### src/hw/rtl/drpq_pkg.sv
// ----------------------------------------------------------------------------
// drpq_pkg
// Types and constants shared by the dual priority request queue modules.
// ----------------------------------------------------------------------------
`default_nettype none

package drpq_pkg;

    localparam int unsigned AllowWidth = 6;
    localparam int unsigned CountWidth = 16;
    localparam logic [AllowWidth-1:0] AllowReset = 6'd32;

    typedef enum logic [1:0] {
        K_ENQUEUE = 2'd0,
        K_DEQUEUE = 2'd1,
        K_PURGE   = 2'd2
    } t_kind;

    typedef enum logic [1:0] {
        S_IDLE,
        S_ENQ,
        S_DEQ
    } t_state;

    // One stored request.
    typedef struct packed {
        logic [2:0]  special_op;
        logic [15:0] bus_addr;
        logic [7:0]  offset;
        logic [5:0]  reg_num;
        logic [6:0]  func_code;
        logic [6:0]  word_count;
        logic [31:0] write_data;
        logic [31:0] requester_tag;
    } t_entry;

    // Command from the controller to one queue.
    typedef struct packed {
        logic push;
        logic pop;
        logic flush;      // purge without counting
        logic pre_flush;  // counted flush ahead of a push
    } t_q_cmd;

    typedef struct packed {
        logic                  found;
        logic                  from_high;
        t_entry                entry;
        logic [CountWidth-1:0] low_purges;
        logic [CountWidth-1:0] high_purges;
    } t_result;

endpackage

`default_nettype wire

### src/hw/rtl/drpq_fifo.sv
// ----------------------------------------------------------------------------
// drpq_fifo
// One request queue: entry memory, head pointer, fill count, flush counter.
// ----------------------------------------------------------------------------
`default_nettype none

module drpq_fifo #(
    parameter int unsigned DEPTH = 16
) (
    input  wire logic                         i_clk,
    input  wire logic                         i_rst_n,
    input  drpq_pkg::t_q_cmd                  i_cmd,
    input  drpq_pkg::t_entry                  i_entry,
    output drpq_pkg::t_entry                  o_rdata,
    output logic [$clog2(DEPTH+1)-1:0]        o_fill,
    output logic [drpq_pkg::CountWidth-1:0]   o_purges
);
    import drpq_pkg::*;

    localparam int unsigned AW = (DEPTH > 1) ? $clog2(DEPTH) : 1;
    localparam int unsigned FW = $clog2(DEPTH+1);
    localparam int unsigned SW = ((AW > FW) ? AW : FW) + 1;

    t_entry           r_mem [DEPTH];
    t_entry           r_rdata;
    logic [AW-1:0]    r_head, n_head;
    logic [FW-1:0]    r_fill, n_fill;
    logic [CountWidth-1:0] r_purges, n_purges;

    logic [AW-1:0]    head_a, head_b, wr_addr;
    logic [FW-1:0]    fill_a, fill_b;
    logic             full;
    logic [SW-1:0]    pos_sum;

    always_comb begin
        head_a = (i_cmd.flush || i_cmd.pre_flush) ? '0 : r_head;
        fill_a = (i_cmd.flush || i_cmd.pre_flush) ? '0 : r_fill;
        full   = (fill_a == FW'(DEPTH));
        head_b = full ? '0 : head_a;
        fill_b = full ? '0 : fill_a;
        // The sum stays below twice the depth, so one subtract wraps it.
        pos_sum = SW'(head_b) + SW'(fill_b);
        if (pos_sum >= SW'(DEPTH)) begin
            pos_sum = pos_sum - SW'(DEPTH);
        end
        wr_addr = pos_sum[AW-1:0];

        n_head   = r_head;
        n_fill   = r_fill;
        n_purges = r_purges;
        if (i_cmd.push) begin
            n_head = head_b;
            n_fill = fill_b + FW'(1);
            if (i_cmd.pre_flush || full) begin
                n_purges = r_purges + CountWidth'(1);
            end
        end else if (i_cmd.pop) begin
            n_head = (r_head == AW'(DEPTH-1)) ? '0 : r_head + AW'(1);
            n_fill = r_fill - FW'(1);
        end else if (i_cmd.flush) begin
            n_head = '0;
            n_fill = '0;
        end
    end

    always_ff @(posedge i_clk) begin
        if (i_cmd.push) begin
            r_mem[wr_addr] <= i_entry;
        end
        if (i_cmd.pop) begin
            r_rdata <= r_mem[r_head];
        end
    end

    always_ff @(posedge i_clk) begin
        if (!i_rst_n) begin
            r_head   <= '0;
            r_fill   <= '0;
            r_purges <= '0;
        end else begin
            r_head   <= n_head;
            r_fill   <= n_fill;
            r_purges <= n_purges;
        end
    end

    assign o_rdata  = r_rdata;
    assign o_fill   = r_fill;
    assign o_purges = r_purges;

endmodule

`default_nettype wire

### config.mk
export PLATFORM = sky130hd
export DESIGN_NAME = drpq_fifo
export DESIGN_NICKNAME = d
export VERILOG_FILES = /design/src/hw/rtl/drpq_pkg.sv /design/src/hw/rtl/drpq_fifo.sv
export SDC_FILE = /design/constraint.sdc
export NUM_CORES = 2
export LEC_CHECK = 0
export BUFFER_PORTS_ARGS = -buffer_cell sky130_fd_sc_hd__clkbuf_2
export CAP_MARGIN = 5
export CORE_UTILIZATION = 60
export CTS_BUF_LIST = sky130_fd_sc_hd__clkbuf_4 sky130_fd_sc_hd__clkbuf_8 sky130_fd_sc_hd__clkbuf_16
export DETAILED_ROUTE_END_ITERATION = 8
export PLACE_DENSITY = 0.77
export SETUP_SLACK_MARGIN = 0.4
export SKIP_CTS_REPAIR_TIMING = 1
export SLEW_MARGIN = 30
export SYNTH_ARGS = -nofsm -noshare
export SYNTH_HDL_FRONTEND = slang
export SYNTH_SLANG_ARGS = --single-unit
export TNS_END_PERCENT = 5
### constraint.sdc
create_clock -name i_clk -period 13.4 [get_ports i_clk]
set_input_delay 4.02 -clock i_clk [delete_from_list [all_inputs] [get_ports i_clk]]
set_output_delay 4.02 -clock i_clk [all_outputs]
set_load 0.1 [all_outputs]
==> summary.txt <==
STA
  – Max_slew headroom: 33.01%
  – Slew Viols, Final: 0
  – Final hold violations: 0
  – Tcrit/Tclk final: 54.44%
  – Worst-case clock skew: 0.02421 ns
  – Fin crit period: 7.295 ns
  – Final setup viols: 0
  – RSZ-0062 raised after global routing: no
  – Slack of the critical path: 6.105 ns
  – Setup tns final: 0 ns
  – Fmax: 137.1 MHz
  – Tightest Pin Transition: 1.005 ns

Clock tree
  – CTS clk-pin slew, worst paths: 0.06 ns
  – Longest Clk Path Bufs: 3
  – Clk Tree Root Cell: clkbuf_16
  – Number of buffers created by CTS: 180
  – CTS H-tree depth: 4
  – CTS tree: done
  – Worst-skew pair later-pin latency: 0.78 ns
  – Sink Count: 1912

Global route
  – GRT Total Usage: 28.39%
  – First-pass GRT wire length: 242800 microns
  – Pin count of the biggest net entering global routing: 112
  – Total grt overflow: 0
  – Initial antenna violation count: 22
  – Number of global-route vias before repair: 35460

Detailed routing
  – Vias per cell: 6.858
  – Initial DRC count: 4250
  – DRC errors left: 0
  – Via count: 34540
  – Remaining antenna violation count after routing: 0
  – Final wirelength: 169200 microns
  – Detailed Routing Iterations Pass 1: 7
  – WL/cell: 33.59 microns

Power
  – Tot Pwr: 0.01265 W
  – LEAKAGE: 25.44 nW
  – Cell Pwr Density: 156.8 mW/mm^2
  – VDD IR max: 0.1448 mV

Floorplan
  – I/O pin count: 249
  – Num rows: 125
  – Die Area: 0.1199 sq mm
  – Die H: 346.2 microns
  – Initial Util: 60.84%
  – Die width: 346.2 microns
  – Core area: 0.1168 sq mm

Hold path
  – Hold Crit Start: o_purges[15]
  – Hold Path Class: flip-flop to flip-flop
  – WHS Path Cells: 2
  – Worst Hold End: o_purges[15]

Synthesis
  – Synth cell types: 49
  – Avg Inst Size Synth: 23.43 sq um
  – Top_reg_cell synth: edfxtp_1
  – Synth async-reset ratio: 0%
  – Area leader, netlist: edfxtp_1
  – Post-synthesis register bit count: 1912
  – Synth warn: 0
  – Netlist Area Pre-Place: 0.07109 sq mm
  – Synth area leaders: edfxtp_1 80%, mux4_2 14%, a22oi_1 2.4%
  – EDFF count, synth: 1887
  – Syn Nets: 3159
  – Top cell type's share of synthesized area: 79.71%
  – Post-synthesis instance total: 3034
  – Register area share after synthesis: 80.42%

Placement
  – Setup slack at placement: 5.376 ns
  – IO Port Bufs: 248
  – Post-DP HPWL: 80130 microns
  – Placer Congestion: 0.7513

Run status
  – Status: finished, final reports clean

Critical path
  – R2R depth: 10
  – CP Launch Type: input pin
  – Reg2reg start: o_fill[2]
  – Signal arrival time at the worst endpoint: 7.68 ns
  – Endpoint class of the critical path: flip-flop
  – Crit Path Max Fanout: 61
  – Critical path class: input pin to flip-flop
  – R2r endpoint: r_mem[11][6]
  – Worst R2R Setup Slack: 8.63 ns
  – Worst path required time: 13.79 ns

Final layout
  – Core Util, Final: 69.04%
  – Filler Cells Inserted: 6569
  – Final Net Count: 3485
  – Layout cell share with drive strength beyond 1: 30.70%
  – Area Growth Syn to Fin: 13.47%

Flow run
  – Max-cap violations: 0
-- placed cells by master, fill, tap and decap left out, drive strengths merged, types with 23 or more instances in the layout --
master,instances
mux4,444
dfxtp,25
buf,60
a22oi,224
nor2,28
edfxtp,1887
clkinv,74
clkbuf,468
nand2,124
bufinv,23
-- worst max-delay path: stages --
cell      delay (ns)
clkbuf_2        0.22
nor2_1          0.11
and3_1          0.18
ha_1            0.21
fa_1            0.48
xnor2_1         0.37
nand4_1         0.32
nor2_4          0.16
buf_4           0.75
buf_6           0.70
-- synthesized netlist by cell type (2+ instances only) --
master / number
ha_1: 7
and2_1: 5
nand2_1: 124
xnor2_1: 4
o31ai_1: 10
a211oi_1: 6
xor2_1: 4
nor3_1: 4
and3_1: 3
nor4_1: 2
inv_1: 8
buf_2: 51
or4_1: 9
mux4_2: 444
o22ai_1: 2
nand4_1: 4
or3b_2: 2
or3_1: 3
buf_1: 19
a21oi_1: 17
clkbuf_1: 92
nor2_1: 28
edfxtp_1: 1887
o21ai_0: 7
a22oi_1: 223
nor2b_1: 5
nand3_1: 12
dfxtp_1: 25
nand2b_1: 4
mux2i_1: 3
and4_1: 2
-- flip-flops by register name, summed over array words and instances (netlist names) --
signal and cells:
o_rdata 111, r_mem 1776, r_head 4, o_fill 5, o_purges 16
-- cell families after synthesis --
kind of cell	count (synthesis)	share of synthesized area [%]
AOI/OAI and AO/OA	276	2.853
xor gates and xnor gates	8	0.09856
adders and majority gates	8	0.1514
buffers and inverters	171	0.9980
DFF	1912	80.42
muxes	448	14.13
and+or+nand+nor	211	1.357
-- metal layers --
metal  vias up  part of all wire, %  global-route usage, %
met5         -                0.066                      0
met3       386                  9.5                  6.285
met2      2275                   51                  46.83
met1     18180                   36                  37.54
li1      13680                    -                      -
met4        20                  3.4                  10.67
-- metrics by stage --
stage | cells | hold WS (ns) | area (sq um)
floorplan | 3034 | 0.5237 | 71090
global placement | 4690 | 0.4615 | 74200
detailed placement | 4696 | 0.4743 | 74390
CTS | 5023 | 0.4768 | 80460
global route | 5036 | 0.5143 | 80660
finish | 5037 | 0.4726 | 80660
-- how the worst max path moves through the flow --
stage                  start             to  cells past startpoint
floorplan           i_cmd[1]    r_mem[0][0]                      9
global placement    i_cmd[1]   r_mem[11][8]                     10
detailed placement  i_cmd[1]   r_mem[8][36]                     10
CTS                 i_cmd[1]  r_mem[5][103]                      9
global route        i_cmd[1]   r_mem[11][6]                     11
finish              i_cmd[1]   r_mem[11][6]                     10
-- cell type report --
cell class	count	area [sq um]	share of cell area [%]
timing repair buffer	307	2077	2.575
multi-input combinational	951	13380	16.58
sequential	1912	57170	70.88
clock buffer	221	4917	6.096
clock inverter	106	1160	1.438
antenna	8	20.02	0.02482
inverter	8	30.03	0.03723
tap	1524	1907	2.364
-- report_power, final --
part / total [W] / internal, W / switching (W)
sequential: 0.00671 / 0.00667 / 0.0000368
combinational: 0.000699 / 0.000178 / 0.000521
clock: 0.00524 / 0.00305 / 0.00219
total: 0.0126 / 0.00990 / 0.00274
Power figures use the tool's default switching activity.
