--- src/hw/rtl/drpq_pkg.sv ---
// ----------------------------------------------------------------------------
// drpq_pkg
// Types and constants shared by the dual priority request queue modules.
// ----------------------------------------------------------------------------
`default_nettype none

package drpq_pkg;

    localparam int unsigned AllowWidth = 6;
    localparam int unsigned CountWidth = 16;
    localparam logic [AllowWidth-1:0] AllowReset = 6'd32;

    typedef enum logic [1:0] {
        K_ENQUEUE = 2'd0,
        K_DEQUEUE = 2'd1,
        K_PURGE   = 2'd2
    } t_kind;

    typedef enum logic [1:0] {
        S_IDLE,
        S_ENQ,
        S_DEQ
    } t_state;

    // One stored request.
    typedef struct packed {
        logic [2:0]  special_op;
        logic [15:0] bus_addr;
        logic [7:0]  offset;
        logic [5:0]  reg_num;
        logic [6:0]  func_code;
        logic [6:0]  word_count;
        logic [31:0] write_data;
        logic [31:0] requester_tag;
    } t_entry;

    // Command from the controller to one queue.
    typedef struct packed {
        logic push;
        logic pop;
        logic flush;      // purge without counting
        logic pre_flush;  // counted flush ahead of a push
    } t_q_cmd;

    typedef struct packed {
        logic                  found;
        logic                  from_high;
        t_entry                entry;
        logic [CountWidth-1:0] low_purges;
        logic [CountWidth-1:0] high_purges;
    } t_result;

endpackage

`default_nettype wire

--- src/hw/rtl/drpq_in_if.sv ---
// ----------------------------------------------------------------------------
// drpq_in_if
// Request channel: enqueue, dequeue and purge words.
// ----------------------------------------------------------------------------
`default_nettype none

interface drpq_in_if;
    logic        valid;
    logic        ready;
    logic [1:0]  kind;
    logic        priority_req;
    logic [2:0]  special_op;
    logic [15:0] start_addr;
    logic [7:0]  channel;
    logic [7:0]  stride;
    logic [7:0]  offset;
    logic [5:0]  reg_num;
    logic [6:0]  func_code;
    logic [6:0]  word_count;
    logic [31:0] write_data;
    logic [31:0] requester_tag;

    modport source (
        output valid, kind, priority_req, special_op, start_addr, channel, stride,
               offset, reg_num, func_code, word_count, write_data, requester_tag,
        input  ready
    );
    modport sink (
        input  valid, kind, priority_req, special_op, start_addr, channel, stride,
               offset, reg_num, func_code, word_count, write_data, requester_tag,
        output ready
    );
endinterface

`default_nettype wire

--- src/hw/rtl/drpq_out_if.sv ---
// ----------------------------------------------------------------------------
// drpq_out_if
// Response channel: one word for each dequeue.
// ----------------------------------------------------------------------------
`default_nettype none

interface drpq_out_if;
    logic        valid;
    logic        ready;
    logic        found;
    logic        from_high;
    logic [2:0]  out_special_op;
    logic [15:0] bus_addr;
    logic [7:0]  out_offset;
    logic [5:0]  out_reg_num;
    logic [6:0]  out_func_code;
    logic [6:0]  out_word_count;
    logic [31:0] out_write_data;
    logic [31:0] out_requester_tag;
    logic [15:0] low_purges;
    logic [15:0] high_purges;

    modport source (
        output valid, found, from_high, out_special_op, bus_addr, out_offset,
               out_reg_num, out_func_code, out_word_count, out_write_data,
               out_requester_tag, low_purges, high_purges,
        input  ready
    );
    modport sink (
        input  valid, found, from_high, out_special_op, bus_addr, out_offset,
               out_reg_num, out_func_code, out_word_count, out_write_data,
               out_requester_tag, low_purges, high_purges,
        output ready
    );
endinterface

`default_nettype wire

--- src/hw/rtl/drpq_cfg_if.sv ---
// ----------------------------------------------------------------------------
// drpq_cfg_if
// Configuration write channel for the low queue allowance.
// ----------------------------------------------------------------------------
`default_nettype none

interface drpq_cfg_if;
    logic       valid;
    logic       ready;
    logic [5:0] data;

    modport source (output valid, data, input ready);
    modport sink (input valid, data, output ready);
endinterface

`default_nettype wire

--- src/hw/rtl/drpq_ctrl.sv ---
// ----------------------------------------------------------------------------
// drpq_ctrl
// Sequencer: takes request words, drives the two queues, holds the response.
// ----------------------------------------------------------------------------
`default_nettype none

module drpq_ctrl #(
    parameter int unsigned HIGH_DEPTH = 16,
    parameter int unsigned LOW_DEPTH  = 32
) (
    input  wire logic                            i_clk,
    input  wire logic                            i_rst_n,
    drpq_in_if.sink                              i_req,
    drpq_out_if.source                           o_rsp,
    drpq_cfg_if.sink                             i_cfg,
    output drpq_pkg::t_q_cmd                     o_high_cmd,
    output drpq_pkg::t_q_cmd                     o_low_cmd,
    output drpq_pkg::t_entry                     o_entry,
    input  drpq_pkg::t_entry                     i_high_rdata,
    input  drpq_pkg::t_entry                     i_low_rdata,
    input  wire logic [$clog2(HIGH_DEPTH+1)-1:0] i_high_fill,
    input  wire logic [$clog2(LOW_DEPTH+1)-1:0]  i_low_fill,
    input  wire logic [drpq_pkg::CountWidth-1:0] i_low_purges,
    input  wire logic [drpq_pkg::CountWidth-1:0] i_high_purges
);
    import drpq_pkg::*;

    t_state               r_state, n_state;
    logic [AllowWidth-1:0] r_allow;
    t_entry               r_item;
    logic [15:0]          r_start;
    logic [15:0]          r_prod;
    logic                 r_hi;
    logic                 r_found;
    logic                 r_from_high;
    t_result              r_out;
    logic                 r_out_valid;

    logic                 accept;
    logic                 out_free;
    logic                 load_out;
    t_kind                kind;
    t_result              rsp;

    assign kind     = t_kind'(i_req.kind);
    assign accept   = i_req.valid && i_req.ready;
    assign out_free = !r_out_valid || o_rsp.ready;
    assign load_out = (r_state == S_DEQ) && out_free;

    // Next state.
    always_comb begin
        n_state = r_state;
        case (r_state)
            S_IDLE: begin
                if (accept && kind == K_ENQUEUE) begin
                    n_state = S_ENQ;
                end else if (accept && kind == K_DEQUEUE) begin
                    n_state = S_DEQ;
                end
            end
            S_ENQ: begin
                n_state = S_IDLE;
            end
            S_DEQ: begin
                if (out_free) begin
                    n_state = S_IDLE;
                end
            end
            default: begin
                n_state = S_IDLE;
            end
        endcase
    end

    // Outputs to the handshake and the queues.
    always_comb begin
        i_req.ready = 1'b0;
        o_high_cmd  = '0;
        o_low_cmd   = '0;
        o_entry     = r_item;
        o_entry.bus_addr = r_start + r_prod + 16'(r_item.offset);
        case (r_state)
            S_IDLE: begin
                i_req.ready = 1'b1;
                if (accept && kind == K_DEQUEUE) begin
                    if (i_high_fill != '0) begin
                        o_high_cmd.pop = 1'b1;
                    end else if (i_low_fill != '0) begin
                        o_low_cmd.pop = 1'b1;
                    end
                end else if (accept && kind == K_PURGE) begin
                    if (i_req.priority_req) begin
                        o_high_cmd.flush = 1'b1;
                    end else begin
                        o_low_cmd.flush = 1'b1;
                    end
                end
            end
            S_ENQ: begin
                if (r_hi) begin
                    o_high_cmd.push = 1'b1;
                end else begin
                    o_low_cmd.push      = 1'b1;
                    o_low_cmd.pre_flush = (32'(i_low_fill) >= 32'(r_allow));
                end
            end
            default: begin
            end
        endcase
    end

    always_comb begin
        rsp.found       = r_found;
        rsp.from_high   = r_from_high;
        rsp.entry       = '0;
        if (r_found) begin
            rsp.entry = r_from_high ? i_high_rdata : i_low_rdata;
        end
        rsp.low_purges  = i_low_purges;
        rsp.high_purges = i_high_purges;
    end

    always_ff @(posedge i_clk) begin
        if (!i_rst_n) begin
            r_state     <= S_IDLE;
            r_allow     <= AllowReset;
            r_out_valid <= 1'b0;
        end else begin
            r_state <= n_state;
            if (i_cfg.valid && i_cfg.ready) begin
                r_allow <= i_cfg.data;
            end
            if (load_out) begin
                r_out_valid <= 1'b1;
            end else if (o_rsp.ready) begin
                r_out_valid <= 1'b0;
            end
        end
    end

    always_ff @(posedge i_clk) begin
        if (accept) begin
            r_item.special_op    <= i_req.special_op;
            r_item.bus_addr      <= '0;
            r_item.offset        <= i_req.offset;
            r_item.reg_num       <= i_req.reg_num;
            r_item.func_code     <= i_req.func_code;
            r_item.word_count    <= i_req.word_count;
            r_item.write_data    <= i_req.write_data;
            r_item.requester_tag <= i_req.requester_tag;
            r_start              <= i_req.start_addr;
            r_prod               <= 16'(i_req.stride) * 16'(i_req.channel);
            r_hi                 <= i_req.priority_req;
            r_found              <= (i_high_fill != '0) || (i_low_fill != '0);
            r_from_high          <= (i_high_fill != '0);
        end
        if (load_out) begin
            r_out <= rsp;
        end
    end

    assign i_cfg.ready = 1'b1;

    assign o_rsp.valid             = r_out_valid;
    assign o_rsp.found             = r_out.found;
    assign o_rsp.from_high         = r_out.from_high;
    assign o_rsp.out_special_op    = r_out.entry.special_op;
    assign o_rsp.bus_addr          = r_out.entry.bus_addr;
    assign o_rsp.out_offset        = r_out.entry.offset;
    assign o_rsp.out_reg_num       = r_out.entry.reg_num;
    assign o_rsp.out_func_code     = r_out.entry.func_code;
    assign o_rsp.out_word_count    = r_out.entry.word_count;
    assign o_rsp.out_write_data    = r_out.entry.write_data;
    assign o_rsp.out_requester_tag = r_out.entry.requester_tag;
    assign o_rsp.low_purges        = r_out.low_purges;
    assign o_rsp.high_purges       = r_out.high_purges;

endmodule

`default_nettype wire

--- src/flat_wrapper.sv ---
// flat-port wrapper written by rule: the top's interface ports become plain ports
module drpq_ctrl_flat import drpq_pkg::*;
#(
    parameter int unsigned HIGH_DEPTH = 16,
    parameter int unsigned LOW_DEPTH  = 32
)
  (i_clk, i_rst_n, o_high_cmd, o_low_cmd, o_entry, i_high_rdata, i_low_rdata, i_high_fill, i_low_fill, i_low_purges, i_high_purges, i_req_valid, i_req_kind, i_req_priority_req, i_req_special_op, i_req_start_addr, i_req_channel, i_req_stride, i_req_offset, i_req_reg_num, i_req_func_code, i_req_word_count, i_req_write_data, i_req_requester_tag, i_req_ready, o_rsp_valid, o_rsp_found, o_rsp_from_high, o_rsp_out_special_op, o_rsp_bus_addr, o_rsp_out_offset, o_rsp_out_reg_num, o_rsp_out_func_code, o_rsp_out_word_count, o_rsp_out_write_data, o_rsp_out_requester_tag, o_rsp_low_purges, o_rsp_high_purges, o_rsp_ready, i_cfg_valid, i_cfg_data, i_cfg_ready);
  drpq_in_if i_req_i ();
  drpq_out_if o_rsp_i ();
  drpq_cfg_if i_cfg_i ();
  input  wire logic i_clk;
  input  wire logic i_rst_n;
  output drpq_pkg::t_q_cmd o_high_cmd;
  output drpq_pkg::t_q_cmd o_low_cmd;
  output drpq_pkg::t_entry o_entry;
  input  drpq_pkg::t_entry i_high_rdata;
  input  drpq_pkg::t_entry i_low_rdata;
  input  wire logic [$clog2(HIGH_DEPTH+1)-1:0] i_high_fill;
  input  wire logic [$clog2(LOW_DEPTH+1)-1:0] i_low_fill;
  input  wire logic [drpq_pkg::CountWidth-1:0] i_low_purges;
  input  wire logic [drpq_pkg::CountWidth-1:0] i_high_purges;
  input wire logic [$bits(i_req_i.valid)-1:0] i_req_valid;
  input wire logic [$bits(i_req_i.kind)-1:0] i_req_kind;
  input wire logic [$bits(i_req_i.priority_req)-1:0] i_req_priority_req;
  input wire logic [$bits(i_req_i.special_op)-1:0] i_req_special_op;
  input wire logic [$bits(i_req_i.start_addr)-1:0] i_req_start_addr;
  input wire logic [$bits(i_req_i.channel)-1:0] i_req_channel;
  input wire logic [$bits(i_req_i.stride)-1:0] i_req_stride;
  input wire logic [$bits(i_req_i.offset)-1:0] i_req_offset;
  input wire logic [$bits(i_req_i.reg_num)-1:0] i_req_reg_num;
  input wire logic [$bits(i_req_i.func_code)-1:0] i_req_func_code;
  input wire logic [$bits(i_req_i.word_count)-1:0] i_req_word_count;
  input wire logic [$bits(i_req_i.write_data)-1:0] i_req_write_data;
  input wire logic [$bits(i_req_i.requester_tag)-1:0] i_req_requester_tag;
  output wire logic [$bits(i_req_i.ready)-1:0] i_req_ready;
  output wire logic [$bits(o_rsp_i.valid)-1:0] o_rsp_valid;
  output wire logic [$bits(o_rsp_i.found)-1:0] o_rsp_found;
  output wire logic [$bits(o_rsp_i.from_high)-1:0] o_rsp_from_high;
  output wire logic [$bits(o_rsp_i.out_special_op)-1:0] o_rsp_out_special_op;
  output wire logic [$bits(o_rsp_i.bus_addr)-1:0] o_rsp_bus_addr;
  output wire logic [$bits(o_rsp_i.out_offset)-1:0] o_rsp_out_offset;
  output wire logic [$bits(o_rsp_i.out_reg_num)-1:0] o_rsp_out_reg_num;
  output wire logic [$bits(o_rsp_i.out_func_code)-1:0] o_rsp_out_func_code;
  output wire logic [$bits(o_rsp_i.out_word_count)-1:0] o_rsp_out_word_count;
  output wire logic [$bits(o_rsp_i.out_write_data)-1:0] o_rsp_out_write_data;
  output wire logic [$bits(o_rsp_i.out_requester_tag)-1:0] o_rsp_out_requester_tag;
  output wire logic [$bits(o_rsp_i.low_purges)-1:0] o_rsp_low_purges;
  output wire logic [$bits(o_rsp_i.high_purges)-1:0] o_rsp_high_purges;
  input wire logic [$bits(o_rsp_i.ready)-1:0] o_rsp_ready;
  input wire logic [$bits(i_cfg_i.valid)-1:0] i_cfg_valid;
  input wire logic [$bits(i_cfg_i.data)-1:0] i_cfg_data;
  output wire logic [$bits(i_cfg_i.ready)-1:0] i_cfg_ready;
  assign i_req_i.valid = i_req_valid;
  assign i_req_i.kind = i_req_kind;
  assign i_req_i.priority_req = i_req_priority_req;
  assign i_req_i.special_op = i_req_special_op;
  assign i_req_i.start_addr = i_req_start_addr;
  assign i_req_i.channel = i_req_channel;
  assign i_req_i.stride = i_req_stride;
  assign i_req_i.offset = i_req_offset;
  assign i_req_i.reg_num = i_req_reg_num;
  assign i_req_i.func_code = i_req_func_code;
  assign i_req_i.word_count = i_req_word_count;
  assign i_req_i.write_data = i_req_write_data;
  assign i_req_i.requester_tag = i_req_requester_tag;
  assign i_req_ready = i_req_i.ready;
  assign o_rsp_valid = o_rsp_i.valid;
  assign o_rsp_found = o_rsp_i.found;
  assign o_rsp_from_high = o_rsp_i.from_high;
  assign o_rsp_out_special_op = o_rsp_i.out_special_op;
  assign o_rsp_bus_addr = o_rsp_i.bus_addr;
  assign o_rsp_out_offset = o_rsp_i.out_offset;
  assign o_rsp_out_reg_num = o_rsp_i.out_reg_num;
  assign o_rsp_out_func_code = o_rsp_i.out_func_code;
  assign o_rsp_out_word_count = o_rsp_i.out_word_count;
  assign o_rsp_out_write_data = o_rsp_i.out_write_data;
  assign o_rsp_out_requester_tag = o_rsp_i.out_requester_tag;
  assign o_rsp_low_purges = o_rsp_i.low_purges;
  assign o_rsp_high_purges = o_rsp_i.high_purges;
  assign o_rsp_i.ready = o_rsp_ready;
  assign i_cfg_i.valid = i_cfg_valid;
  assign i_cfg_i.data = i_cfg_data;
  assign i_cfg_ready = i_cfg_i.ready;
  drpq_ctrl #(.HIGH_DEPTH(HIGH_DEPTH), .LOW_DEPTH(LOW_DEPTH)) u_core (.i_clk(i_clk), .i_rst_n(i_rst_n), .i_req(i_req_i), .o_rsp(o_rsp_i), .i_cfg(i_cfg_i), .o_high_cmd(o_high_cmd), .o_low_cmd(o_low_cmd), .o_entry(o_entry), .i_high_rdata(i_high_rdata), .i_low_rdata(i_low_rdata), .i_high_fill(i_high_fill), .i_low_fill(i_low_fill), .i_low_purges(i_low_purges), .i_high_purges(i_high_purges));
endmodule
--- config.mk ---
export PLATFORM = sky130hd
export DESIGN_NAME = drpq_ctrl_flat
export DESIGN_NICKNAME = d
export VERILOG_FILES = /design/src/hw/rtl/drpq_pkg.sv /design/src/hw/rtl/drpq_in_if.sv /design/src/hw/rtl/drpq_out_if.sv /design/src/hw/rtl/drpq_cfg_if.sv /design/src/hw/rtl/drpq_ctrl.sv /design/src/flat_wrapper.sv
export SDC_FILE = /design/constraint.sdc
export NUM_CORES = 1
export LEC_CHECK = 0
export BUFFER_PORTS_ARGS = -buffer_cell sky130_fd_sc_hd__buf_2
export CAP_MARGIN = 30
export CORE_AREA = 2 2 264 266
export CTS_CLUSTER_SIZE = 8
export DETAILED_ROUTE_END_ITERATION = 6
export DIE_AREA = 0 0 266 268
export PLACE_DENSITY = 0.46
export SLEW_MARGIN = 15
export SYNTH_ARGS = -nofsm -noshare
export SYNTH_HDL_FRONTEND = slang
export SYNTH_SLANG_ARGS = --single-unit
--- constraint.sdc ---
create_clock -name i_clk -period 11.39 [get_ports i_clk]
set_input_delay 1.7085 -clock i_clk [delete_from_list [all_inputs] [get_ports i_clk]]
set_output_delay 1.7085 -clock i_clk [all_outputs]
set_load 0.005 [all_outputs]
==> report_table.html, run 1 <==
<table>
<tr><th>Metric</th><th>Value</th></tr>
<tr><th colspan="2">Status</th></tr>
<tr><td>Status</td><td>complete, no violations</td></tr>
<tr><th colspan="2">Timing</th></tr>
<tr><td>Min Tclk post-route</td><td>5.163 ns</td></tr>
<tr><td>Accumulated negative setup slack</td><td>0 ns</td></tr>
<tr><td>Worst hold slack</td><td>0.4808 ns</td></tr>
<tr><td>Maximum clock frequency</td><td>193.7 MHz</td></tr>
<tr><td>Worst relative slew slack</td><td>0.2364</td></tr>
<tr><td>Crit share post-route</td><td>0.4533</td></tr>
<tr><td>Setup repair after global routing missed its margin</td><td>no</td></tr>
<tr><td>Final clock skew</td><td>0.02407 ns</td></tr>
<tr><td>Final Max Slew Viols</td><td>0</td></tr>
<tr><td>Number of failing hold endpoints at the final stage</td><td>0</td></tr>
<tr><td>Slew of the pin with the lowest slew margin</td><td>1.145 ns</td></tr>
<tr><td>Final number of setup-violating endpoints</td><td>0</td></tr>
<tr><th colspan="2">Global routing</th></tr>
<tr><td>Met3 Resource Use GR</td><td>0.03638</td></tr>
<tr><td>Met2 Usage GRT</td><td>0.2147</td></tr>
<tr><td>Pin count of the biggest net entering global routing</td><td>139</td></tr>
<tr><td>All-Layer GR Usage</td><td>0.1277</td></tr>
<tr><td>Final global-route overflow total</td><td>0</td></tr>
<tr><td>First-pass GRT wire length</td><td>67400 µm</td></tr>
<tr><td>Met1 global-route usage</td><td>0.1612</td></tr>
<tr><td>Most Crowded Layer GR</td><td>met2</td></tr>
<tr><td>Antenna violations before repair</td><td>6</td></tr>
<tr><td>Vias in the first global route</td><td>10460</td></tr>
<tr><th colspan="2">Pwr</th></tr>
<tr><td>Maximum resistive drop on vdd</td><td>0.08600 mV</td></tr>
<tr><td>Static leakage</td><td>8.923 nW</td></tr>
<tr><td>Power per cell area</td><td>170.9 nW/µm²</td></tr>
<tr><td>Overall power</td><td>3.337 mW</td></tr>
<tr><th colspan="2">Clock network</th></tr>
<tr><td>Buffer levels on the longest clock path</td><td>3</td></tr>
<tr><td>Clk slew on worst S/H paths</td><td>0.05 ns</td></tr>
<tr><td>CTS H-tree lvls</td><td>2</td></tr>
<tr><td>Clock tree root buffer cell</td><td>clkbuf_16</td></tr>
<tr><td>Hold-fix buffers at CTS</td><td>0</td></tr>
<tr><td>CTS tree</td><td>done</td></tr>
<tr><td>Total clock buffers created by CTS</td><td>43</td></tr>
<tr><td>Worst-skew pair later-pin latency</td><td>0.57 ns</td></tr>
<tr><td>Cts repair resizes</td><td>0</td></tr>
<tr><td>Number of post-CTS setup repair buffers</td><td>0</td></tr>
<tr><td>Clock tree sinks</td><td>284</td></tr>
<tr><th colspan="2">Worst setup path</th></tr>
<tr><td>Worst stage delay on the critical path</td><td>0.55 ns</td></tr>
<tr><td>Worst reg2reg path endpoint</td><td>u_core.o_rsp.out_write_data[18]$_SDFFCE_PN0P_</td></tr>
<tr><td>Worst reg2reg path depth</td><td>5</td></tr>
<tr><td>Crit path kind</td><td>input port to flip-flop</td></tr>
<tr><td>Worst reg2reg setup slack</td><td>8.46 ns</td></tr>
<tr><td>Peak fanout along the critical path</td><td>8</td></tr>
<tr><td>Data arrival at the endpoint of the critical path</td><td>5.57 ns</td></tr>
<tr><td>Cells along the critical path</td><td>buf_2, nand2_1, fa_1, fa_1, inv_1, fa_1, inv_1, fa_1, inv_1, ha_1, o21a_1, o31ai_2, a211oi_1, mux2_1, nor2_1</td></tr>
<tr><td>Source of the worst register-to-register timing path</td><td>u_core.r_from_high$_DFFE_PP_</td></tr>
<tr><td>Nature of the critical path startpoint</td><td>input port</td></tr>
<tr><td>Cell with the largest stage delay on the worst path</td><td>fa_1</td></tr>
<tr><td>Capturing element type of the critical path</td><td>flip-flop</td></tr>
<tr><td>Critical path required time</td><td>11.80 ns</td></tr>
<tr><td>Cell occurring most often along the worst timing path</td><td>fa_1</td></tr>
<tr><th colspan="2">Yosys</th></tr>
<tr><td>Syn Inst Count</td><td>963</td></tr>
<tr><td>Warnings from Yosys</td><td>0</td></tr>
<tr><td>Primary flip-flop cell chosen by synthesis mapping</td><td>edfxtp_1</td></tr>
<tr><td>Post-synthesis net count</td><td>1477</td></tr>
<tr><td>Async set-reset flop share out of synthesis</td><td>0</td></tr>
<tr><td>Post-Synthesis Cell Area</td><td>13920 µm²</td></tr>
<tr><td>Post-synthesis average cell area</td><td>14.46 µm²</td></tr>
<tr><td>Distinct cells, synth</td><td>57</td></tr>
<tr><td>Post-synthesis sequential element count</td><td>284</td></tr>
<tr><td>Number of flops mapped to enable cells by yosys</td><td>275</td></tr>
<tr><td>Seq/Total Area, Yosys</td><td>0.6060</td></tr>
<tr><th colspan="2">Hold path</th></tr>
<tr><td>Worst min-delay path class</td><td>flip-flop to flip-flop</td></tr>
<tr><td>Worst hold start</td><td>u_core.r_state[0]$_SDFFE_PN0P_</td></tr>
<tr><td>Endpoint with the worst hold slack</td><td>u_core.r_state[1]$_SDFFE_PN0P_</td></tr>
<tr><td>Number of cells on the worst hold path</td><td>1</td></tr>
<tr><th colspan="2">Routing</th></tr>
<tr><td>Via Count</td><td>10180</td></tr>
<tr><td>Detailed Route Iter0 Violations</td><td>616</td></tr>
<tr><td>Average wire per cell in the routed design</td><td>18.92 µm</td></tr>
<tr><td>Routed wire length</td><td>48220 µm</td></tr>
<tr><td>Post-route DRC violation count</td><td>0</td></tr>
<tr><td>Via-to-Cell Ratio</td><td>3.993</td></tr>
<tr><td>Detail Route Antenna Nets</td><td>0</td></tr>
<tr><td>First-pass iteration count of the detailed router</td><td>4</td></tr>
<tr><th colspan="2">Finish</th></tr>
<tr><td>Post-layout instance count excluding filler cells</td><td>2549</td></tr>
<tr><td>Number of filler instances in the final layout</td><td>7139</td></tr>
<tr><td>Area Overhead vs Synth</td><td>40.21%</td></tr>
<tr><td>Top library cells by usage in the layout, fill and taps aside</td><td>buf_2 (670), edfxtp_1 (275), nor2b_1 (120)</td></tr>
<tr><td>Most common library cell in the layout ignoring fill and taps</td><td>buf_2</td></tr>
<tr><td>Proportion of layout cells with a drive suffix above 1</td><td>0.4438</td></tr>
<tr><td># nets final</td><td>2168</td></tr>
<tr><th colspan="2">Place</th></tr>
<tr><td>Placed instance count</td><td>2490</td></tr>
<tr><td>Final weighted congestion of routability-driven global placement</td><td>0.8295</td></tr>
<tr><td>Total of buffers placed on input and output ports</td><td>670</td></tr>
<tr><td>Detailed-placement wirelength estimate</td><td>38530 µm</td></tr>
<tr><th colspan="2">Floorplan</th></tr>
<tr><td>Initial Utilization</td><td>0.2041</td></tr>
<tr><td>Floorplan row count</td><td>96</td></tr>
<tr><td>Total I/O pin count</td><td>673</td></tr>
<tr><td>X dimension of the die</td><td>266 µm</td></tr>
<tr><td>Height of the die</td><td>268 µm</td></tr>
<tr><td>Placeable core region</td><td>68230 µm²</td></tr>
<tr><td>DIE AREA</td><td>71290 µm²</td></tr>
<tr><th colspan="2">Job</th></tr>
<tr><td>Max cap viols</td><td>0</td></tr>
</table>
-- area by class of cell --
cell class / instances / area, µm² / share of cell area
Multi-Input combinational cell: 581 / 5094 / 0.2609
Tap cell: 882 / 1104 / 0.05652
Sequential cell: 284 / 8438 / 0.4322
Antenna cell: 2 / 5.005 / 0.0002563
Inverter: 67 / 254.0 / 0.01301
Clock inverter: 9 / 100.1 / 0.005127
Clock buffer: 47 / 1091 / 0.05588
Timing Repair Buffer: 677 / 3438 / 0.1761
-- Yosys cell counts, drive strengths merged (2+ instances only) --
| cell type | number | share of area |
|---|---|---|
| o311ai | 2 | 0.0013 |
| conb | 2 | 0.00054 |
| o21ai | 20 | 0.0077 |
| nand2b | 4 | 0.0018 |
| and2 | 56 | 0.025 |
| a21boi | 2 | 0.0011 |
| buf | 17 | 0.0069 |
| o31ai | 3 | 0.0023 |
| o211ai | 2 | 0.0011 |
| clkbuf | 14 | 0.0038 |
| mux2i | 116 | 0.083 |
| nor3 | 9 | 0.0032 |
| a31oi | 3 | 0.0013 |
| nor3b | 3 | 0.0016 |
| xor2 | 8 | 0.0050 |
| o21a | 3 | 0.0016 |
| nor2 | 25 | 0.0067 |
| inv | 67 | 0.018 |
| xnor2 | 12 | 0.0075 |
| nand3 | 4 | 0.0014 |
| fa | 45 | 0.065 |
| and3 | 3 | 0.0013 |
| a2111oi | 3 | 0.0020 |
| nor2b | 121 | 0.055 |
| edfxtp | 275 | 0.59 |
| nand2 | 23 | 0.0062 |
| or4 | 2 | 0.0011 |
| ha | 63 | 0.057 |
| a21oi | 17 | 0.0061 |
| a211oi | 7 | 0.0049 |
| a21o | 7 | 0.0038 |
| dfxtp | 9 | 0.013 |
-- flip-flops by register name, indices dropped and copies added, names as in the netlist, 2 cells and up --
register	count
u_core.r_allow	6
u_core.o_entry	95
u_core.o_rsp.bus_addr	16
u_core.r_state	2
u_core.o_rsp.out_special_op	3
u_core.o_rsp.high_purges	16
u_core.o_rsp.out_requester_tag	32
u_core.o_rsp.out_offset	8
u_core.o_rsp.out_write_data	32
u_core.o_rsp.out_word_count	7
u_core.o_rsp.out_reg_num	6
u_core.r_prod	16
u_core.o_rsp.out_func_code	7
u_core.o_rsp.low_purges	16
u_core.r_start	16
-- stage by stage --
step           utilization  worst slack (ns)  instance area [µm²]
6_report            0.2862             6.227                19520
5_1_grt             0.2861             5.987                19520
4_1_cts             0.2857             6.116                19490
3_5_place_dp        0.2682             5.685                18300
3_3_place_gp        0.2682             5.696                18300
2_1_floorplan            -             2.971                13920
-- how the worst max path moves through the flow --
stage | from | endpoint | slack, ns | cells after the start
6_report | i_req_stride[5] | u_core.r_prod[15]$_DFFE_PP_ | 6.23 | 15
5_1_grt | i_req_stride[5] | u_core.r_prod[15]$_DFFE_PP_ | 5.99 | 15
4_1_cts | u_core.o_entry[85]$_DFFE_PP_ | o_entry[105] | 6.12 | 10
3_5_place_dp | i_req_stride[5] | u_core.r_prod[15]$_DFFE_PP_ | 5.68 | 15
3_3_place_gp | i_req_stride[5] | u_core.r_prod[15]$_DFFE_PP_ | 5.70 | 15
2_1_floorplan | o_rsp_ready | u_core.o_rsp.bus_addr[0]$_SDFFCE_PN0P_ | 2.97 | 2
-- critical path: cells and delay by family --
kind | cells | cell delay (ns)
adder cells (fa/ha/maj) | 5 | 2.33
AO/OA/AOI/OAI | 3 | 0.67
multiplexers | 1 | 0.37
buffers and inverters | 4 | 0.30
AND/OR/NAND/NOR | 2 | 0.20
-- routing by layer --
layer | vias up | part of all wire | wire (µm)
met5 | - | 0 | 0
met4 | 0 | 0.017 | 813
met1 | 4924 | 0.42 | 20190
met2 | 381 | 0.49 | 23610
li1 | 4820 | - | -
met3 | 54 | 0.075 | 3605
-- logic make-up (layout without fill, tap and decap cells) --
kind of cell,after synthesis,after routing,synth area share
muxes,117,117,0.08419
AOI/OAI and AO/OA,79,79,0.04053
and+or+nand+nor,255,255,0.1061
xor gates and xnor gates,20,20,0.01258
DFF,284,284,0.6060
buffers and inverters,98,800,0.02875
other,2,4,0.0005393
adders and majority gates,108,108,0.1213
-- power breakdown --
part	switching, mW	internal, mW
sequential	0.0222	1.23
combinational	0.512	0.401
clock	0.472	0.699
(Power assumes the default switching activity.)
==> run 2, diff against run 1 <==
--- a/config.mk
+++ b/config.mk
@@ -7,11 +7,11 @@
 export LEC_CHECK = 0
 export BUFFER_PORTS_ARGS = -buffer_cell sky130_fd_sc_hd__buf_2
 export CAP_MARGIN = 30
-export CORE_AREA = 2 2 264 266
+export CORE_AREA = 2 2 263 265
 export CTS_CLUSTER_SIZE = 8
 export DETAILED_ROUTE_END_ITERATION = 6
-export DIE_AREA = 0 0 266 268
-export PLACE_DENSITY = 0.46
+export DIE_AREA = 0 0 265 267
+export PLACE_DENSITY = 0.47
 export SLEW_MARGIN = 15
 export SYNTH_ARGS = -nofsm -noshare
 export SYNTH_HDL_FRONTEND = slang
==> constraint.sdc (replaced) <==
create_clock -name i_clk -period 4.4 [get_ports i_clk]
set_input_delay 0.66 -clock i_clk [delete_from_list [all_inputs] [get_ports i_clk]]
set_output_delay 0.66 -clock i_clk [all_outputs]
set_load 0.005 [all_outputs]
==> report_table.html, run 2 (same netlist as run 1, synthesis figures left out) <==
<table>
<tr><th>Metric</th><th>Value</th></tr>
<tr><th colspan="2">Timing</th></tr>
<tr><td>Slew of the pin with the lowest slew margin</td><td>0.6249 ns (-0.5206 ns)</td></tr>
<tr><td>Final clock skew</td><td>0.02353 ns (-0.0005388 ns)</td></tr>
<tr><td>Maximum clock frequency</td><td>244.3 MHz</td></tr>
<tr><td>Final number of setup-violating endpoints</td><td>0 (unchanged)</td></tr>
<tr><td>Final Max Slew Viols</td><td>0 (unchanged)</td></tr>
<tr><td>Crit share post-route</td><td>0.9305</td></tr>
<tr><td>Min Tclk post-route</td><td>4.094 ns</td></tr>
<tr><td>Setup repair after global routing missed its margin</td><td>no</td></tr>
<tr><td>Worst hold slack</td><td>0.2830 ns (-0.1978 ns)</td></tr>
<tr><td>Number of failing hold endpoints at the final stage</td><td>0 (unchanged)</td></tr>
<tr><td>Worst relative slew slack</td><td>0.5834 (+0.3471)</td></tr>
<tr><th colspan="2">Finish</th></tr>
<tr><td>Top library cells by usage in the layout, fill and taps aside</td><td>buf_2 (670), edfxtp_1 (275), nor2b_1 (120)</td></tr>
<tr><td>Area of the multi-input gates</td><td>5094 µm² (unchanged)</td></tr>
<tr><td>Proportion of layout cells with a drive suffix above 1</td><td>0.4574 (+0.01352)</td></tr>
<tr><td>Most common library cell in the layout ignoring fill and taps</td><td>buf_2</td></tr>
<tr><td>Final Cell Area</td><td>19940 µm² (+2.1%)</td></tr>
<tr><td>Storage cell area</td><td>8438 µm² (unchanged)</td></tr>
<tr><td>Flip-flop count of the largest register, all copies and words added</td><td>95 (unchanged)</td></tr>
<tr><td>Area Overhead vs Synth</td><td>43.17%</td></tr>
<tr><td>Number of filler instances in the final layout</td><td>7059 (-1.1%)</td></tr>
<tr><td>Share of the core filled with cells</td><td>0.2932 (+0.007066)</td></tr>
<tr><td># nets final</td><td>2210 (+1.9%)</td></tr>
<tr><th colspan="2">Clock network</th></tr>
<tr><td>Cts repair resizes</td><td>0 (unchanged)</td></tr>
<tr><td>Worst-skew pair later-pin latency</td><td>0.55 ns (-0.02 ns)</td></tr>
<tr><td>Buffer levels on the longest clock path</td><td>3 (unchanged)</td></tr>
<tr><td>Number of post-CTS setup repair buffers</td><td>0 (unchanged)</td></tr>
<tr><td>Clock tree root buffer cell</td><td>clkbuf_16</td></tr>
<tr><td>Clock tree sinks</td><td>284 (unchanged)</td></tr>
<tr><td>CTS H-tree lvls</td><td>2 (unchanged)</td></tr>
<tr><td>Hold-fix buffers at CTS</td><td>0 (unchanged)</td></tr>
<tr><td>CTS tree</td><td>done</td></tr>
<tr><td>Clk slew on worst S/H paths</td><td>0.05 ns (about the same)</td></tr>
<tr><td>Total clock buffers created by CTS</td><td>43 (unchanged)</td></tr>
<tr><th colspan="2">Routing</th></tr>
<tr><td>Detailed Route Iter0 Violations</td><td>540 (-12%)</td></tr>
<tr><td>Post-route DRC violation count</td><td>0 (unchanged)</td></tr>
<tr><td>Via-to-Cell Ratio</td><td>4.012 (+0.46%)</td></tr>
<tr><td>Detail Route Antenna Nets</td><td>0 (unchanged)</td></tr>
<tr><td>Average wire per cell in the routed design</td><td>17.87 µm (-5.5%)</td></tr>
<tr><td>Via Count</td><td>10410 (+2.3%)</td></tr>
<tr><td>Routed wire length</td><td>46370 µm (-3.8%)</td></tr>
<tr><td>First-pass iteration count of the detailed router</td><td>5 (+1)</td></tr>
<tr><th colspan="2">Worst setup path</th></tr>
<tr><td>Critical path required time</td><td>3.74 ns (-8.06 ns)</td></tr>
<tr><td>Cells along the critical path</td><td>fa_1, ha_1, inv_1, fa_1, nor2b_1, o31a_1, o21ai_2, a311oi_2, xor2_1, buf_2</td></tr>
<tr><td>Cell with the largest stage delay on the worst path</td><td>fa_1</td></tr>
<tr><td>Source of the worst register-to-register timing path</td><td>u_core.r_from_high$_DFFE_PP_</td></tr>
<tr><td>Worst reg2reg path endpoint</td><td>u_core.o_rsp.out_reg_num[2]$_SDFFCE_PN0P_</td></tr>
<tr><td>Data arrival at the endpoint of the critical path</td><td>3.43 ns (-2.14 ns)</td></tr>
<tr><td>Worst reg2reg setup slack</td><td>2.22 ns (-6.24 ns)</td></tr>
<tr><td>Worst reg2reg path depth</td><td>4 (-1)</td></tr>
<tr><td>Nature of the critical path startpoint</td><td>flip-flop</td></tr>
<tr><td>Capturing element type of the critical path</td><td>output port</td></tr>
<tr><td>Crit path kind</td><td>flip-flop to output port</td></tr>
<tr><td>Cell occurring most often along the worst timing path</td><td>fa_1</td></tr>
<tr><td>Peak fanout along the critical path</td><td>3 (-5)</td></tr>
<tr><td>Worst stage delay on the critical path</td><td>0.56 ns (about the same)</td></tr>
<tr><th colspan="2">Global routing</th></tr>
<tr><td>Pin count of the biggest net entering global routing</td><td>70 (-50%)</td></tr>
<tr><td>Antenna violations before repair</td><td>3 (-3)</td></tr>
<tr><td>All-Layer GR Usage</td><td>0.1240 (-0.003719)</td></tr>
<tr><td>Vias in the first global route</td><td>10710 (+2.4%)</td></tr>
<tr><td>Final global-route overflow total</td><td>0 (unchanged)</td></tr>
<tr><td>First-pass GRT wire length</td><td>65760 µm (-2.4%)</td></tr>
<tr><th colspan="2">Floorplan</th></tr>
<tr><td>Total I/O pin count</td><td>673 (unchanged)</td></tr>
<tr><td>X dimension of the die</td><td>265 µm (-0.38%)</td></tr>
<tr><td>Placeable core region</td><td>67990 µm² (-0.35%)</td></tr>
<tr><td>Floorplan row count</td><td>96 (unchanged)</td></tr>
<tr><td>Height of the die</td><td>267 µm (-0.37%)</td></tr>
<tr><td>DIE AREA</td><td>70760 µm² (-0.75%)</td></tr>
<tr><td>Initial Utilization</td><td>0.2048 (+0.0007212)</td></tr>
<tr><th colspan="2">Place</th></tr>
<tr><td>Total of buffers placed on input and output ports</td><td>670 (unchanged)</td></tr>
<tr><td>Final weighted congestion of routability-driven global placement</td><td>0.8220 (-0.90%)</td></tr>
<tr><td>Standard cell area after detailed placement</td><td>18670 µm² (+2.0%)</td></tr>
<tr><td>Detailed-placement wirelength estimate</td><td>37740 µm (-2.0%)</td></tr>
<tr><th colspan="2">Hold path</th></tr>
<tr><td>Worst hold start</td><td>i_high_purges[14]</td></tr>
<tr><td>Worst min-delay path class</td><td>input port to flip-flop</td></tr>
<tr><td>Number of cells on the worst hold path</td><td>1 (unchanged)</td></tr>
<tr><td>Endpoint with the worst hold slack</td><td>u_core.o_rsp.high_purges[14]$_DFFE_PP_</td></tr>
<tr><th colspan="2">Pwr</th></tr>
<tr><td>Overall power</td><td>8.898 mW (+170%)</td></tr>
<tr><td>Maximum resistive drop on vdd</td><td>0.2126 mV (+150%)</td></tr>
<tr><td>Power per cell area</td><td>446.4 nW/µm² (+160%)</td></tr>
<tr><td>Static leakage</td><td>9.170 nW (+2.8%)</td></tr>
<tr><th colspan="2">Job</th></tr>
<tr><td>Max cap viols</td><td>0 (unchanged)</td></tr>
<tr><th colspan="2">Status</th></tr>
<tr><td>Status</td><td>complete, no violations</td></tr>
</table>
## run 2: layout make-up
class                   instances  area share
flip-flops and latches        284      0.4233
well taps                     882     0.05536
inverters                      67     0.01274
clock buffers                  55     0.05724
clock inverters                 6    0.006214
repair buffers                719      0.1895
diodes                          1   0.0001255
multi-input cells             581      0.2555
## run 2: worst max-delay path: cells and delay by family, from the launching register on
family,cells,cell delay [ns]
compound gates,3,0.59
xor+xnor,1,0.25
fa+ha+maj,3,1.23
buf+inv,2,0.24
flops,1,0.41
simple gates,1,0.17
## run 2: where the power goes
group          internal (mW)  switching [mW]  leakage (nW)
logic                   1.13            1.39          5.90
registers               3.18          0.0506          2.66
clock network           1.97            1.17         0.617
## run 2: worst max-delay path by stage
stage | startpoint | endpoint | slack (ns) | depth (start not counted)
after detailed placement | i_req_stride[5] | u_core.r_prod[15]$_DFFE_PP_ | -0.11 | 15
after global routing | u_core.o_entry[87]$_DFFE_PP_ | o_entry[106] | 0.06 | 8
final | u_core.o_entry[85]$_DFFE_PP_ | o_entry[105] | 0.31 | 10
after global placement | i_req_channel[2] | u_core.r_prod[15]$_DFFE_PP_ | -0.14 | 16
after CTS | u_core.o_entry[85]$_DFFE_PP_ | o_entry[105] | 0.18 | 10
after floorplan | i_req_stride[5] | u_core.r_prod[15]$_DFFE_PP_ | 0.24 | 14
## run 2: through the flow
step                worst slack, ns  setup TNS (ns)  std cells
finish                       0.3060               0       2595
global route                0.05942               0       2595
CTS                          0.1835               0       2594
detailed placement          -0.1082         -0.3392       2533
global placement            -0.1412         -0.2250       2531
floorplan                    0.2366               0        963
## run 2: per-layer routing
layer | part of all wire | global-route usage | vias to the layer above
li1 | - | - | 4907
met1 | 0.40 | 0.1481 | 5009
met2 | 0.49 | 0.2125 | 431
met3 | 0.083 | 0.03801 | 63
met4 | 0.023 | 0.03955 | 0
met5 | 0 | 0 | -
==> run 3, diff against run 2 <==
--- a/config.mk
+++ b/config.mk
@@ -11,7 +11,7 @@
 export CTS_CLUSTER_SIZE = 8
 export DETAILED_ROUTE_END_ITERATION = 6
 export DIE_AREA = 0 0 265 267
-export PLACE_DENSITY = 0.47
+export PLACE_DENSITY = 0.4
 export SLEW_MARGIN = 15
 export SYNTH_ARGS = -nofsm -noshare
 export SYNTH_HDL_FRONTEND = slang
==> report_table.html, run 3 (same netlist as run 1, synthesis figures left out) <==
<table>
<tr><th>Metric</th><th>Value</th></tr>
<tr><th colspan="2">Finish</th></tr>
<tr><td>Most common library cell in the layout ignoring fill and taps</td><td>buf_2</td></tr>
<tr><td># nets final</td><td>2217 (+0.32%)</td></tr>
<tr><td>Number of filler instances in the final layout</td><td>7098 (+0.55%)</td></tr>
<tr><td>Area Overhead vs Synth</td><td>43.54%</td></tr>
<tr><td>Proportion of layout cells with a drive suffix above 1</td><td>0.4599 (+0.002524)</td></tr>
<tr><td>Flip-flop count of the largest register, all copies and words added</td><td>95 (unchanged)</td></tr>
<tr><td>Top library cells by usage in the layout, fill and taps aside</td><td>buf_2 (670), edfxtp_1 (275), nor2b_1 (120)</td></tr>
<tr><td>Storage cell area</td><td>8438 µm² (unchanged)</td></tr>
<tr><td>Area of the multi-input gates</td><td>5094 µm² (unchanged)</td></tr>
<tr><th colspan="2">Hold path</th></tr>
<tr><td>Worst hold start</td><td>i_req_start_addr[2]</td></tr>
<tr><td>Worst min-delay path class</td><td>input port to flip-flop</td></tr>
<tr><td>Number of cells on the worst hold path</td><td>1 (unchanged)</td></tr>
<tr><th colspan="2">Pwr</th></tr>
<tr><td>Switching Fraction</td><td>0.2959 (+0.002379)</td></tr>
<tr><td>Maximum resistive drop on vdd</td><td>0.2130 mV (+0.20%)</td></tr>
<tr><td>Comb power frac</td><td>0.285 (about the same)</td></tr>
<tr><td>Power dissipated by switching net loads</td><td>2.599 mW (-0.47%)</td></tr>
<tr><td>Power per cell area</td><td>439.6 nW/µm² (-1.5%)</td></tr>
<tr><td>Power share of the clock group</td><td>0.347 (-0.006)</td></tr>
<tr><td>Static leakage</td><td>9.199 nW (+0.32%)</td></tr>
<tr><td>Sequential share of power</td><td>0.368 (+0.004)</td></tr>
<tr><td>P_int</td><td>6.186 mW (-1.6%)</td></tr>
<tr><th colspan="2">Worst setup path</th></tr>
<tr><td>Launching instance or port of the critical path</td><td>u_core.o_entry[85]$_DFFE_PP_</td></tr>
<tr><td>Data arrival at the endpoint of the critical path</td><td>3.47 ns (+0.04 ns)</td></tr>
<tr><td>Capturing element type of the critical path</td><td>output port</td></tr>
<tr><td>Source of the worst register-to-register timing path</td><td>u_core.r_from_high$_DFFE_PP_</td></tr>
<tr><td>Nature of the critical path startpoint</td><td>flip-flop</td></tr>
<tr><td>Critical path required time</td><td>3.74 ns (about the same)</td></tr>
<tr><td>Worst reg2reg path depth</td><td>3 (-1)</td></tr>
<tr><td>Peak fanout along the critical path</td><td>3 (unchanged)</td></tr>
<tr><td>Crit path kind</td><td>flip-flop to output port</td></tr>
<tr><th colspan="2">Floorplan</th></tr>
<tr><td>Floorplan row count</td><td>96 (unchanged)</td></tr>
<tr><td>Height of the die</td><td>267 µm (unchanged)</td></tr>
<tr><td>Initial Utilization</td><td>0.2048 (unchanged)</td></tr>
<tr><td>Total I/O pin count</td><td>673 (unchanged)</td></tr>
<tr><td>X dimension of the die</td><td>265 µm (unchanged)</td></tr>
<tr><td>Placeable core region</td><td>67990 µm² (unchanged)</td></tr>
<tr><td>DIE AREA</td><td>70760 µm² (unchanged)</td></tr>
<tr><th colspan="2">Global routing</th></tr>
<tr><td>Antenna violations before repair</td><td>8 (+5)</td></tr>
<tr><td>All-Layer GR Usage</td><td>0.1322 (+0.008265)</td></tr>
<tr><td>Vias in the first global route</td><td>10620 (-0.87%)</td></tr>
<tr><td>Pin count of the biggest net entering global routing</td><td>79 (+13%)</td></tr>
<tr><td>First-pass GRT wire length</td><td>69030 µm (+5.0%)</td></tr>
<tr><td>Final global-route overflow total</td><td>0 (unchanged)</td></tr>
<tr><th colspan="2">Place</th></tr>
<tr><td>Detailed-placement wirelength estimate</td><td>39940 µm (+5.8%)</td></tr>
<tr><td>Total of buffers placed on input and output ports</td><td>670 (unchanged)</td></tr>
<tr><td>Final weighted congestion of routability-driven global placement</td><td>0.8016 (-2.5%)</td></tr>
<tr><td>Worst slack after detailed placement</td><td>-0.1521 ns (-0.04393 ns)</td></tr>
<tr><th colspan="2">Timing</th></tr>
<tr><td>Setup repair after global routing missed its margin</td><td>no</td></tr>
<tr><td>Final clock skew</td><td>0.02002 ns (-0.003513 ns)</td></tr>
<tr><td>Worst hold slack</td><td>0.2738 ns (-0.009169 ns)</td></tr>
<tr><td>Number of failing hold endpoints at the final stage</td><td>0 (unchanged)</td></tr>
<tr><td>Min Tclk post-route</td><td>4.130 ns (+0.03594 ns)</td></tr>
<tr><td>Final Max Slew Viols</td><td>0 (unchanged)</td></tr>
<tr><td>Crit share post-route</td><td>0.9386 (+0.008167)</td></tr>
<tr><td>Final number of setup-violating endpoints</td><td>0 (unchanged)</td></tr>
<tr><td>Slew of the pin with the lowest slew margin</td><td>0.7097 ns (+0.08479 ns)</td></tr>
<tr><td>Final worst-path setup slack</td><td>0.2701 ns (-0.03594 ns)</td></tr>
<tr><td>Maximum clock frequency</td><td>242.1 MHz (-0.87%)</td></tr>
<tr><td>Worst relative slew slack</td><td>0.5269 (-0.05653)</td></tr>
<tr><th colspan="2">Clock network</th></tr>
<tr><td>Total clock buffers created by CTS</td><td>43 (unchanged)</td></tr>
<tr><td>Hold-fix buffers at CTS</td><td>0 (unchanged)</td></tr>
<tr><td>Number of post-CTS setup repair buffers</td><td>0 (unchanged)</td></tr>
<tr><td>Worst-skew pair later-pin latency</td><td>0.56 ns (about the same)</td></tr>
<tr><td>CTS H-tree lvls</td><td>2 (unchanged)</td></tr>
<tr><td>Clk slew on worst S/H paths</td><td>0.05 ns (about the same)</td></tr>
<tr><td>Buffer levels on the longest clock path</td><td>3 (unchanged)</td></tr>
<tr><td>Clock tree sinks</td><td>284 (unchanged)</td></tr>
<tr><td>Cts repair resizes</td><td>0 (unchanged)</td></tr>
<tr><td>Clock tree root buffer cell</td><td>clkbuf_16</td></tr>
<tr><td>CTS tree</td><td>done</td></tr>
<tr><th colspan="2">Routing</th></tr>
<tr><td>Routed wire length</td><td>49090 µm (+5.9%)</td></tr>
<tr><td>Post-route DRC violation count</td><td>0 (unchanged)</td></tr>
<tr><td>Detailed Route Iter0 Violations</td><td>620 (+15%)</td></tr>
<tr><td>First-pass iteration count of the detailed router</td><td>4 (-1)</td></tr>
<tr><td>Via Count</td><td>10360 (-0.49%)</td></tr>
<tr><td>Detail Route Antenna Nets</td><td>0 (unchanged)</td></tr>
<tr><td>Via-to-Cell Ratio</td><td>3.975 (-0.91%)</td></tr>
<tr><td>Average wire per cell in the routed design</td><td>18.84 µm (+5.4%)</td></tr>
<tr><th colspan="2">Status</th></tr>
<tr><td>Status</td><td>complete, no violations</td></tr>
<tr><th colspan="2">Job</th></tr>
<tr><td>Max cap viols</td><td>0 (unchanged)</td></tr>
</table>
-- run 3: changes by cell type in the layout (fill, tap and decap cells not counted), moves of 2 or more --
| cell | delta |
|---|---|
| buf_12 | +2 |
| bufinv_16 | -3 |
| clkbuf_8 | +2 |
| buf_4 | +5 |
| diode_2 | +3 |
-- run 3: power groups by stage --
stage / combinational, mW / sequential [mW] / clock [mW]
global route: 2.83 / 3.25 / 3.29
finish: 2.50 / 3.24 / 3.05
detailed placement: 2.55 / 3.29 / 0
CTS: 2.57 / 3.24 / 3.18
global placement: 2.55 / 3.29 / 0
floorplan: 1.46 / 3.30 / 0
-- run 3: cell type report --
type	instances	share of cell area
Timing Repair Buffer	726	0.1929
Clock inverter	5	0.003130
Antenna cell	4	0.0005008
Inverter	67	0.01271
Tap cell	882	0.05521
Clock buffer	57	0.05847
Multi-Input combinational cell	581	0.2549
Sequential cell	284	0.4222
-- run 3: worst paths after layout --
kind,to,slack (ns)
worst min-delay path,u_core.r_start[2]$_DFFE_PP_,0.27
worst max register to register,u_core.o_rsp.out_requester_tag[30]$_SDFFCE_PN0P_,2.21
worst min register to register,u_core.r_state[1]$_SDFFE_PN0P_,0.48
worst max-delay path,o_entry[105],0.27
-- run 3: critical path, stage by stage (launching register included) --
cell and delay (ns):
edfxtp_1 0.41, fa_1 0.55, ha_1 0.20, inv_1 0.08, fa_1 0.46, nor2b_1 0.16
o31a_1 0.23, o21ai_2 0.13, a311oi_2 0.24, xor2_1 0.28, buf_2 0.17
-- run 3: through the flow --
stage / total power [mW] / setup TNS, ns / instances / util / area [µm²]
after global routing: 9.370 / 0 / 2602 / 0.2938 / 19980
after global placement: 5.838 / -0.6551 / 2538 / 0.2752 / 18710
after floorplan: 4.761 / 0 / 963 / - / 13930
final: 8.785 / 0 / 2606 / 0.2940 / 19990
after CTS: 8.984 / 0 / 2601 / 0.2936 / 19960
after detailed placement: 5.841 / -0.5203 / 2539 / 0.2755 / 18730
-- run 3: per-layer routing --
layer | wire length (µm) | track usage
met1 | 19230 | 0.1542
met2 | 25050 | 0.2347
met3 | 3967 | 0.04198
met4 | 790 | 0.03237
met5 | 51 | 0
